--- src/sv/bsi_ram.sv ---
// Generic single-port-write, single-read RAM with registered read data.
`timescale 1ns / 1ps
`default_nettype none
module bsi_ram #(
    parameter int WIDTH = 32,
    parameter int DEPTH = 8
) (
    input  wire logic                     clk,
    input  wire logic                     we,
    input  wire logic [$clog2(DEPTH)-1:0] waddr,
    input  wire logic [WIDTH-1:0]         wdata,
    input  wire logic [$clog2(DEPTH)-1:0] raddr,
    output logic [WIDTH-1:0]              rdata
);
    logic [WIDTH-1:0] mem [DEPTH];
    always_ff @(posedge clk)
    begin
        if (we)
        begin
            mem[waddr] <= wdata;
        end
        rdata <= mem[raddr];
    end
endmodule
`default_nettype wire

--- config.mk ---
export PLATFORM = sky130hd
export DESIGN_NAME = bsi_ram
export DESIGN_NICKNAME = d
export VERILOG_FILES = /design/src/sv/bsi_ram.sv
export SDC_FILE = /design/constraint.sdc
export NUM_CORES = 1
export LEC_CHECK = 0
export BUFFER_PORTS_ARGS = -buffer_cell sky130_fd_sc_hd__clkbuf_2
export CORE_ASPECT_RATIO = 1.4
export CORE_MARGIN = 3
export CORE_UTILIZATION = 50
export DETAILED_ROUTE_END_ITERATION = 10
export MAX_ROUTING_LAYER = met4
export PLACE_DENSITY_LB_ADDON = 0.12
export SLEW_MARGIN = 25
export SYNTH_ARGS = -nofsm -noshare
export SYNTH_HDL_FRONTEND = slang
export SYNTH_SLANG_ARGS = --single-unit
--- constraint.sdc ---
create_clock -name clk -period 3.8 [get_ports clk]
set_clock_uncertainty 0.15 [all_clocks]
set_input_delay 0.19 -clock clk [delete_from_list [all_inputs] [get_ports clk]]
set_output_delay 0.19 -clock clk [all_outputs]
set_load 0.01 [all_outputs]
==> results.md, run 1 <==
- In the final routed layout, each cell accounts on average for between 20 and 25 um.
- The half-perimeter wire length of the detailed placement result is 9.74 mm.
- The run finished with clean final reports.
- The root buffer selected by CTS is sky130_fd_sc_hd__clkbuf_16.
- After clock tree synthesis, the clock-pin slew on the worst setup and hold paths is 0.06 ns.
- The area taken by multi-input logic gates is about 0.0021 sq mm.
- The worst endpoint data arrival time is 1.93 ns.
- The repair_antennas step left the layout with diodes totalling 0.
- Of the total power, combinational logic draws 0.055.
- Counting flops and latches in the post-synthesis netlist gives 288.
- In the final timing run, aggregate negative setup slack is 0 ns.
- The path class of the tightest hold or removal check is in2reg.
- The wire length of the first global-routing pass is around 28 mm.
- The final number of hold-violating endpoints is 0.
- In this run the standard cell core region covers between 0.02 and 0.025 sq mm.
- Clock tree synthesis inserted a total of 27 buffers.
- Summed over all layers, the routed wires come to 18.1 mm.
- Counting along the longest clock path gives a buffer depth of 3.
- The number of hold buffers added after CTS was 32.
- The number of max-capacitance violations reported is 0.
- For met2 alone, demand over resource in global routing was 0.267.
- The number of clock sinks is around 290.
- The per-cell via count in the routed design is 5.58.
- For this run, global-route usage on met1 was measured as 0.238.
- STA classifies the critical path startpoint as an input pin.
- The routed layout has approximately 4600 vias.
- The initial antenna violation count is 0.
- The count of yosys warnings during synthesis is 0.
- Counting every net in the synthesized netlist gives 455.
- Setup violations remaining at the end of the flow were counted as 0.
- The share of the Yosys chip area taken by registers is 0.796.
- In this run, post-CTS repair resized a total of 0 instances.
- The average instance in the mapped netlist occupies 25.2 sq um.
- The violation count after the first detailed-route iteration is 248.
- After synthesis, the netlist uses 13 different library cells.
- The time the worst path needs with I/O delays and setup is 1.68 ns.
- 72 I/O pins were placed.
- The cell count after synthesis came out at 415.
- The detail route stage leaves a number of antenna-violating nets equal to 0.
- The number of global-route vias before repair is roughly 5000.
- TritonCTS built the clock tree.
- In this run the power density over the cells is 529 mW/mm^2.
- In this run the worst path has a maximum fanout of 37.
- For this run, the post-layout net count is 581.
- After detailed routing, the number of remaining DRC violations is 0.
- Compared with the post-synthesis result, the final layout area differs by 18.1%.
- The worst ir drop on vdd is 0.334 mV.
- For the worst setup path, the data required time is 4.05 ns.
- The library cell used most frequently in the layout, excluding fill and tap cells, is sky130_fd_sc_hd__edfxtp_1.
- The analysis attributes to net switching a power of 1270 uW.
- Timing would allow up to 0.595 GHz.
- In this run the register-to-register setup slack is 2.37 ns.
- The first-pass iteration count of the detailed router is 4.
- In the layout the commonest cells are sky130_fd_sc_hd__edfxtp_1, sky130_fd_sc_hd__clkbuf_2, sky130_fd_sc_hd__mux4_1.
- met2 is the most crowded layer.
- The area taken by flip-flops and latches is 0.00833 sq mm.
- On the critical path, the stage with the largest delay is an instance of sky130_fd_sc_hd__mux4_1.
- The fill cell instance count of the final layout is 1482.
- In the global route stage, overall resource usage came out at 0.169.
- The largest incremental delay on the critical path is 0.58 ns.
- Routability-driven placement finished with a final weighted congestion of 0.673.
- Internal power comes to 5260 uW.
- Post-CTS timing repair inserted 0 buffers for setup.
- Setup repair after global routing left no endpoint under its margin.
- The worst setup path is of the in2reg kind.
- The global-route track usage on met3 is 0.0245.
- In this run the static leakage power is 0.00423 uW.
- The source-to-sink clock delay at the later pin of the worst-skew pair is 0.52 ns.
- The width of the chip is 128 um.
- STA classifies the critical path endpoint as a flop.
- The die is 177 um tall.
- The post-route core utilization is 0.601.
- The proportion of power drawn by flip-flops and latches is 0.552.
- The number of H-tree levels is 1.
- The combined area of all synthesized cells is ~0.010 sq mm.
- After global routing the overflow that remains totals 0.
- The pin count of the biggest net entering global routing is 38.
- The full die area is 0.0227 sq mm.
- The standard-cell row count is 62.
- The number of max-slew violations in the final report is 0.
- Of the total power, the clock network draws 0.393.
- The share of the clock period used by the worst path is 0.442.
- Of the total power, the share spent switching nets is 0.194.
- Traced cell by cell, the critical path runs through buf_4 -> buf_12 -> mux4_1 -> mux2_2.
- The number of input and output port buffers inserted is 71.
- Measured against its own limit, the worst slew margin works out to 0.398.
- In the final layout, the share of cells above drive strength 1 is 0.326.
- The initial utilization of the core area, before any placement, comes to 0.509.
- For the pin with the worst max-slew slack, the measured transition is ~0.9 ns.
[flip-flops by register name, summed over array words and instances (netlist names)]
| name | flops |
|---|---|
| mem | 256 |
| rdata | 32 |
[critical path, delay by kind of cell]
kind | cells | cell delay [ns]
buffers and inverters | 2 | 0.85
multiplexers | 2 | 0.86
[area by class of cell]
cell class | instances | share of cell area
multi-input combinational | 109 | 0.167
clock inverter | 7 | 0.00699
clock buffer | 42 | 0.0617
timing repair buffer | 115 | 0.0642
tap | 256 | 0.0259
sequential | 288 | 0.674
[cells by family after synthesis]
| group | count (synthesis) | share of synthesized area |
|---|---|---|
| flops | 288 | 0.796 |
| mux | 96 | 0.186 |
| buf+inv | 18 | 0.0122 |
| simple gates | 13 | 0.00562 |
[power groups by stage]
stage	clock [uW]	sequential, uW	combinational (uW)
6_report	2570	3610	359
5_1_grt	2760	3620	391
4_1_cts	2630	3610	368
3_5_place_dp	0	3680	340
3_3_place_gp	0	3670	331
2_1_floorplan	0	3690	181
[final timing paths]
path                         from  cells after the start                  end
max                      raddr[0]                      4    rdata[19]$_DFF_P_
max reg2reg  mem[1][29]$_DFFE_PP_                      2    rdata[29]$_DFF_P_
min reg2reg  mem[2][11]$_DFFE_PP_                      2    rdata[11]$_DFF_P_
min                      waddr[0]                      3  mem[4][8]$_DFFE_PP_
[Yosys cell counts (all sizes together)]
cell type  count  area, sq um
buf           17          124
clkbuf         1         3.75
dfxtp         32          641
edfxtp       256         7690
mux2          32          360
mux4          64         1590
nand2          2         7.51
nand2b         3         18.8
nor2           6         22.5
nor3           2         10.0
[stage by stage]
stage	power (uW)	worst slack [ns]	instance area, sq um	std cells	hold WS [ns]
floorplan	3870	0.613	10500	415	0.139
finish	6530	2.12	12400	817	0.128
detailed placement	4020	1.54	11200	736	0.319
global placement	4000	1.56	11200	736	0.301
CTS	6610	2.09	12400	817	0.105
global route	6770	2.03	12400	817	0.135
[routing by layer]
metal / share of wire / routed length (um) / up-vias
met1: 0.45 / 8130 / 2411
met2: 0.50 / 9130 / 86
met5: 0 / 0 / -
met4: 0.012 / 214 / 0
li1: - / - / 2043
met3: 0.037 / 669 / 16
Power figures use the tool's default switching activity.
==> inputs of run 2 (changes only) <==
ABC_AREA = 1   (was unset)
clock period = 1.6 ns   (was 3.8 ns; I/O delays follow)
==> run 2 against run 1 <==
Against the previous run: register-to-register slack worse by 1.8 ns; critical endpoint is now rdata[25]$_DFF_P_; critical path depth is 5 higher; core utilization grew 0.38 points; largest cell class unchanged; largest power group unchanged; sequential cell count stayed put; hold slack worse by 0.083 ns; sequential power grew 140%.
==> results.md, run 2 <==
- In this run the cell area measured after placement is 0.0128 sq mm.
- In this run the worst hold path is classified as in2reg.
- The flow ran to the end, and the final reports show no timing, DRC or antenna violations.
- In the final layout, the share of cells above drive strength 1 is 0.117.
- The final number of hold-violating endpoints is 0.
- The number of max-capacitance violations reported is 0.
- The required time of the worst setup path is 1.86 ns.
- The filler cells instantiated in the layout total 1973.
- The register-to-register path setup slack is 0.56 ns.
- The total global-route track usage is 0.193.
- The biggest area consumer among synthesized cells is sky130_fd_sc_hd__edfxtp_1.
- The total clock buffers created by CTS is 28.
- The clock tree from TritonCTS is built.
- The most numerous cell type found on the critical path is sky130_fd_sc_hd__nand2_1.
- Row generation in the floorplan step produced 66 rows.
- The dominant register cell in the synthesized netlist is sky130_fd_sc_hd__edfxtp_1.
- The combined area of all synthesized cells is around 0.012 sq mm.
- The worst slew margin relative to its limit is 0.730.
- The share of Yosys cell area claimed by the top area cell type is 0.647.
- The sum of negative setup slack is 0 ns.
- The main combinational cell family by area after synthesis is simple AND/OR/NAND/NOR gates.
- The final global-route overflow total is 0.
- The post-route core utilization is 0.605.
- The capture endpoint of the worst hold path is rdata[17]$_DFF_P_.
- The pin slew with the least headroom to its limit is between 0.4 and 0.5 ns.
- The netlist uses 12 different library cells.
- From synthesis to final layout, the design area changed by 18.6%.
- Of the total synthesized cell area, the portion taken by XOR and XNOR cells is 0.
- At the worst endpoint, the arrival time is 1.62 ns.
- Synthesis inferred 288 register bits.
- The floorplan step defined a die boundary enclosing 0.0257 sq mm.
- The number of setup buffers added after CTS is 0.
- The startpoint of the lowest-slack hold path is raddr[1].
- The static power due to leakage is 0.00649 uW.
- The number of input and output port buffers inserted is 71.
- By startpoint and endpoint, the worst setup path is classified as in2reg.
- The first detailed-routing pass ran for 5 iterations.
- The type of element capturing the critical path is a flop.
- The per-cell via count in the routed design is 4.70.
- The most common library cell in the layout ignoring fill and taps is sky130_fd_sc_hd__nand2_1.
- The number of global-route vias before repair is 7424.
- The time the worst path needs with I/O delays and setup is ~1.4 ns.
- In the post-synthesis netlist, the biggest area contributors are sky130_fd_sc_hd__edfxtp_1, sky130_fd_sc_hd__nand2_1, sky130_fd_sc_hd__inv_1.
- The root buffer selected by CTS is sky130_fd_sc_hd__clkbuf_16.
- From left edge to right edge, the die measures between 100 and 150 um.
- The count of yosys warnings during synthesis is 0.
- The top-level port count is 72.
- The initial antenna violation count is 0.
- In this run the vertical extent of the chip is 188 um.
- The number of nets in the final layout is 1311.
- The register clock-pin slew on the reported worst setup and hold paths is approximately 0.060 ns.
- The launch instance of the worst register-to-register path is mem[2][10]$_DFFE_PP_.
- The end of the worst register-to-register path is rdata[10]$_DFF_P_.
- The number of clock sinks is 288.
- The register with the most flip-flops in the layout has 256 of them.
- The violation count after the first detailed-route iteration is 476.
- The core region area is 0.0233 sq mm.
- The number of max-slew violations in the final report was 0.
- The number of buffers on the longest clock path is 3.
- The remaining antenna violation count is 0.
- The maximum fanout along the worst path is 46.
- The worst hold path stage count is 6.
- The initial core utilization is 0.510.
- The cell with the largest stage delay on the worst path is sky130_fd_sc_hd__dlygate4sd3_1.
- The number of antenna cells inserted is 0.
- The largest registers in the layout are mem: 256 flops, rdata: 32 flops.
- The DRC violations left is 0.
- Based on the critical path, the design can be clocked at up to roughly 0.74 GHz.
- After layout, the worst setup slack is 0.244 ns.
- The wire length of the first global-routing pass is 38.0 mm.
- The number of buffers and inverters on the critical path is 4.
- The signal on the critical path passes through dlygate4sd3_1 -> buf_4 -> inv_4 -> buf_12 -> nand2_1 -> nand3_1 -> nand2_1 -> nand2_1 -> nand2_1.
- In the layout the commonest cells are sky130_fd_sc_hd__nand2_1, sky130_fd_sc_hd__inv_1, sky130_fd_sc_hd__edfxtp_1, sky130_fd_sc_hd__nand3_1, sky130_fd_sc_hd__clkbuf_2.
- The post-synthesis average cell area is 10.3 sq um.
- The basic-gate share of the synthesized area counting and, or, nand and nor cells is 0.190.
- The top register by number of flip-flops is mem.
- Of the total synthesized cell area, the portion taken by full adders, half adders and majority gates is 0.
- The source-to-sink clock delay at the later pin of the worst-skew pair is 0.53 ns.
- Of the post-synthesis cell area, the part taken by muxes is 0.
- The cell family contributing the most delay on the critical path is buffers and inverters.
- Setup violations remaining at the end of the flow were counted as 0.
- The global placement routability congestion is approximately 0.70.
- The final layout contains routed wiring with a total length of 23.8 mm.
- The worst-case IR drop observed on VDD is 0.990 mV.
- The most frequent cell after synthesis is sky130_fd_sc_hd__nand2_1.
- The half-perimeter wire length of the detailed placement result is 13.5 mm.
- The largest incremental delay on the critical path is approximately 0.53 ns.
- In the synthesized netlist, the number of instances is 1156.
- In the synthesized netlist the async set-or-reset flop fraction comes to 0.
- The pin count of the biggest net entering global routing is 85.
- The complex-gate fraction of the synthesized area is 0.
- The share of the clock period used by the worst path is 0.847.
- The power per standard cell area is 1150 mW/mm^2.
- The number of enable flip-flop cells after synthesis is 256.
- Of the synthesized area, sequential elements account for 0.701.
- In this run the number of H-tree levels came out at 1.
- The routed layout has about 7500 vias.
- Setup repair after global routing left no endpoint under its margin.
- The post-placement setup slack is 0.214 ns.
- The synthesized net count is approximately 1200.
- After detailed routing, the average wire length per cell comes to 14.9 um.
- For the worst flop-to-flop path, the logic depth is 6.
- The startpoint type of the worst setup path is an input pin.
- The commonest cells after synthesis are sky130_fd_sc_hd__nand2_1, sky130_fd_sc_hd__inv_1, sky130_fd_sc_hd__edfxtp_1, sky130_fd_sc_hd__nand3_1, sky130_fd_sc_hd__dfxtp_1.
- Summing all non-filler instances in the final layout gives an area of 0.0141 sq mm.
run 2: cell types whose count changed after synthesis, sizes merged:
cell / delta
nand2: +420
inv: +262
nand3: +128
mux4: -64
mux2: -32
buf: +24
clkbuf: +6
nand2b: -3
nor2: +2
nor3: -2
run 2: kinds of logic (layout without fill, tap and decap cells):
family | after synthesis | in the layout
AND/OR/NAND/NOR | 558 | 558
buffers and inverters | 310 | 447
flip-flops | 288 | 288
run 2: worst max path at each step:
stage	start	end	slack [ns]	cells past startpoint
global route	raddr[0]	rdata[26]$_DFF_P_	0.14	9
floorplan	waddr[0]	mem[0][0]$_DFFE_PP_	-0.07	3
global placement	waddr[0]	mem[4][24]$_DFFE_PP_	0.23	5
detailed placement	waddr[0]	mem[4][22]$_DFFE_PP_	0.21	5
finish	raddr[0]	rdata[25]$_DFF_P_	0.24	9
CTS	raddr[0]	rdata[25]$_DFF_P_	0.28	9
run 2: where the power goes:
part / switching, uW / total (uW) / leakage [uW] / internal (uW)
registers: 68.7 / 8560 / 0.00260 / 8490
clock network: 2600 / 6430 / 0.000458 / 3830
logic: 751 / 1180 / 0.00344 / 426
run 2: what timing repair did:
item / 4_1_cts / 5_1_grt
resized for setup: 0 / 0
hold endpoints to repair: 267 / 0
hold buffers: 34 / 0
run 2: routing by layer:
layer | global-route usage | vias up | routed length [um]
met4 | 0.0419 | 0 | 378
met5 | - | - | 0
li1 | - | 3811 | -
met3 | 0.0230 | 33 | 895
met1 | 0.245 | 3542 | 10300
met2 | 0.336 | 133 | 12200
run 2: layout make-up:
cell class	count	area [sq um]	area share
Sequential cell	288	8330	0.591
Multi-Input combinational cell	558	2310	0.164
Timing Repair Buffer	133	1150	0.0814
Inverter	262	986	0.0700
Clock buffer	48	908	0.0645
Tap cell	306	383	0.0272
Clock inverter	4	18.8	0.00133
run 2: stage by stage:
| stage | total power [uW] | hold WS, ns | std cells |
|---|---|---|---|
| floorplan | 9370 | 0.0289 | 1156 |
| global placement | 9830 | 0.212 | 1513 |
| detailed placement | 9850 | 0.219 | 1513 |
| CTS | 16300 | 0.0234 | 1599 |
| global route | 16800 | 0.0778 | 1599 |
| finish | 16200 | 0.0443 | 1599 |
run 2: worst reg2reg max path, cell delays in order, from the launching register on:
cell and delay, ns:
sky130_fd_sc_hd__edfxtp_1 0.36, sky130_fd_sc_hd__inv_1 0.06, sky130_fd_sc_hd__nand2_1 0.05, sky130_fd_sc_hd__nand3_1 0.07, sky130_fd_sc_hd__nand2_1 0.08, sky130_fd_sc_hd__nand2_1 0.06, sky130_fd_sc_hd__nand2_1 0.09
==> inputs of run 3 (changes only) <==
clock period = 1.15 ns   (was 1.6 ns; I/O delays follow)
==> run 3 against run 2 <==
Against the previous run: the flow now finishes with violations (setup timing); sequential share of layout area down 1.9 points; critical path depth fell by 8; core utilization increased by 2.1 points; die area is the same; global-route usage shrank 0.15 points; cell count rose by 0.75%; register-to-register slack worse by 0.44 ns; clock power grew 49%; sequential power increased by 39%; worst setup slack got worse by 0.27 ns; power is 44% higher; combinational power up 53%; highest routed layer unchanged.
==> results.md, run 3 (synthesis results as in run 2) <==
- The run finished, with violations left.
- The final reports fail on setup timing.
- The top register by number of flip-flops is mem.
- The number of antenna cells inserted is 0.
- The worst-case IR drop observed on VDD is 1.30 mV.
- The half-perimeter wire length of the detailed placement result is 13.8 mm.
- The worst endpoint data arrival time is 0.97 ns.
- In the final layout, the registers with the most flip-flops are mem: 256 flops, rdata: 32 flops.
- The top-level port count is 72.
- The global-route track usage on met3 is 0.0243.
- Static timing analysis puts the maximum clock frequency at 0.850 GHz.
- For met1 alone, demand over resource in global routing was 0.247.
- Buffers inserted during clock tree synthesis total 28.
- Leaving out fill and tap cells, the most frequent cell in the layout is sky130_fd_sc_hd__nand2_1.
- CTS built an H-tree with a depth of 1.
- The first detailed-routing pass took 5 iterations.
- Setup total negative slack on the finished layout was measured at -0.356 ns.
- Clock-pin slew was measured on the worst setup and hold paths at around 0.06 ns.
- The critical path goes through buf_6.
- After floorplanning, the core was divided into 66 placement rows.
- STA classifies the critical path endpoint as an output port.
- The width of the chip is approximately 140 um.
- In this run the power density over the cells is 1600 mW/mm^2.
- The number of setup violations in the final report is 32.
- Of the available clock period, the critical path in the final layout requires 1.02.
- The violation count after the first detailed-route iteration is 494.
- The congestion estimate from routability-driven global placement came to 0.767.
- The number of max-slew violations in the final report was 0.
- The initial antenna violation count is 0.
- Headroom to the max-slew limit came out at 0.774.
- In the final layout, the share of cells above drive strength 1 is 0.144.
- The path type of the worst setup path is reg2out.
- The largest incremental delay on the critical path is 0.33 ns.
- The static power due to leakage is 0.00668 uW.
- After filler insertion, the fill cell instance count of the layout stands at approximately 1800.
- In this run the most used layer during global routing was met2.
- The number of clock sinks is 288.
- The DRC violations left is 0.
- The count of cells in the finished layout, fillers not included, comes to ~1600.
- The post-placement setup slack is -0.192 ns.
- The startpoint type of the worst setup path is a flop.
- The number of buffers on the longest clock path is 3.
- The number of max-capacitance violations reported is 0.
- Entering global routing, the biggest net connects a little over 60 pins.
- The count of buffer and inverter cells on the critical path is 1.
- The number of global-route vias before repair is 7229.
- The library cells used most frequently in the layout, excluding fill and tap cells, are sky130_fd_sc_hd__nand2_1, sky130_fd_sc_hd__inv_1, sky130_fd_sc_hd__edfxtp_1, sky130_fd_sc_hd__nand3_1, sky130_fd_sc_hd__clkbuf_2.
- The y dimension of the die is 188 um.
- The full die area is 0.0257 sq mm.
- Relative to the synthesized area, the layout overhead comes to 22.7%.
- The flip-flop count of the largest register after layout is about 260.
- In this run the remaining antenna-violating nets after routing total 0.
- The beginning of the critical path is rdata[15]$_DFF_P_.
- In this run, placement finished with an instance count of approximately 1500.
- The worst register-to-register path begins at mem[6][19]$_DFFE_PP_.
- Dividing the detail-routed via count by the number of cells gives 4.60.
- The class of the most critical hold timing path is in2reg.
- After detailed routing, the average wire length per cell comes to 14.5 um.
- The worst hold path begins at raddr[0].
- Detailed routing inserted a total of 7403 vias.
- On the critical path the largest part of the delay comes from flip-flops.
- After layout, the worst setup slack is -0.0258 ns.
- The core region area is approximately 0.023 sq mm.
- The final wirelength is approximately 23 mm.
- The time the worst path needs with I/O delays and setup is between 1 and 1.5 ns.
- The final global-route overflow total is 0.
- The pin slew with the least headroom to its limit is 0.339 ns.
- The first global-routing pass estimated 37.4 mm of wire.
- The maximum fanout along the worst path is 1.
- The source-to-sink clock delay at the later pin of the worst-skew pair is between 0.5 and 0.6 ns.
- Clock tree synthesis selected as its root buffer the cell sky130_fd_sc_hd__clkbuf_16.
- The initial core utilization is 0.510.
- The met2 layer usage reported by global route is 0.323.
- The final number of hold-violating endpoints came to 0.
- Buffers placed on the I/O ports in this run total between 70 and 80.
- The cell with the largest stage delay on the worst path is sky130_fd_sc_hd__dfxtp_2.
- Setup repair after global routing could not meet its margin everywhere.
- Data on the critical path is required at its endpoint by 0.94 ns.
- The net count of the finished layout is 1323.
- For this run, the total global-route usage over all layers was measured as 0.192.
- TritonCTS built the clock tree.
run 3: path summary, 6_finish.rpt:
path	end	slack [ns]	cells past startpoint
worst max register to register	rdata[19]$_DFF_P_	0.12	6
worst max-delay path	rdata[15]	-0.03	1
worst min-delay path	rdata[29]$_DFF_P_	0.02	7
worst min register to register	rdata[26]$_DFF_P_	0.48	6
run 3: worst min-delay path: stages:
cell,delay (ns)
sky130_fd_sc_hd__buf_4,0.13
sky130_fd_sc_hd__buf_12,0.18
sky130_fd_sc_hd__nand2_1,0.10
sky130_fd_sc_hd__nand3_1,0.06
sky130_fd_sc_hd__nand2_1,0.06
sky130_fd_sc_hd__nand2_1,0.04
sky130_fd_sc_hd__nand2_1,0.04
run 3: area by class of cell:
class	instances	area, sq um	share of cell area
Sequential cell	288	8340	0.572
Multi-Input combinational cell	558	2390	0.164
Timing Repair Buffer	145	1420	0.0971
Inverter	262	1040	0.0711
Clock buffer	39	833	0.0572
Tap cell	306	383	0.0263
Clock inverter	13	168	0.0115
run 3: per-layer routing:
layer	vias up	routed length (um)
met1	3389	10200
met4	0	480
met3	40	855
met5	-	0
met2	137	11800
li1	3837	-
run 3: stage by stage:
step / total power (uW) / util / hold WS, ns / area [sq um]
global placement: 13800 / 0.564 / 0.187 / 13100
finish: 23300 / 0.626 / 0.0203 / 14600
CTS: 23500 / 0.622 / 0.0121 / 14500
global route: 24300 / 0.626 / 0.0490 / 14600
detailed placement: 13800 / 0.564 / 0.192 / 13100
floorplan: 13100 / - / 0.00637 / 12100
run 3: what timing repair did:
item | 4_1_cts | 5_1_grt
hold endpoints to repair | 288 | 0
resized for setup | 2 | 53
setup buffers | 0 | 0
hold buffers | 34 | 0
setup endpoints to repair | 32 | 42
run 3: where the power goes:
| part | switching, uW | leakage (uW) | internal, uW |
|---|---|---|---|
| registers | 95.5 | 0.00260 | 11800 |
| clock network | 3670 | 0.000501 | 5930 |
| logic | 1090 | 0.00359 | 718 |
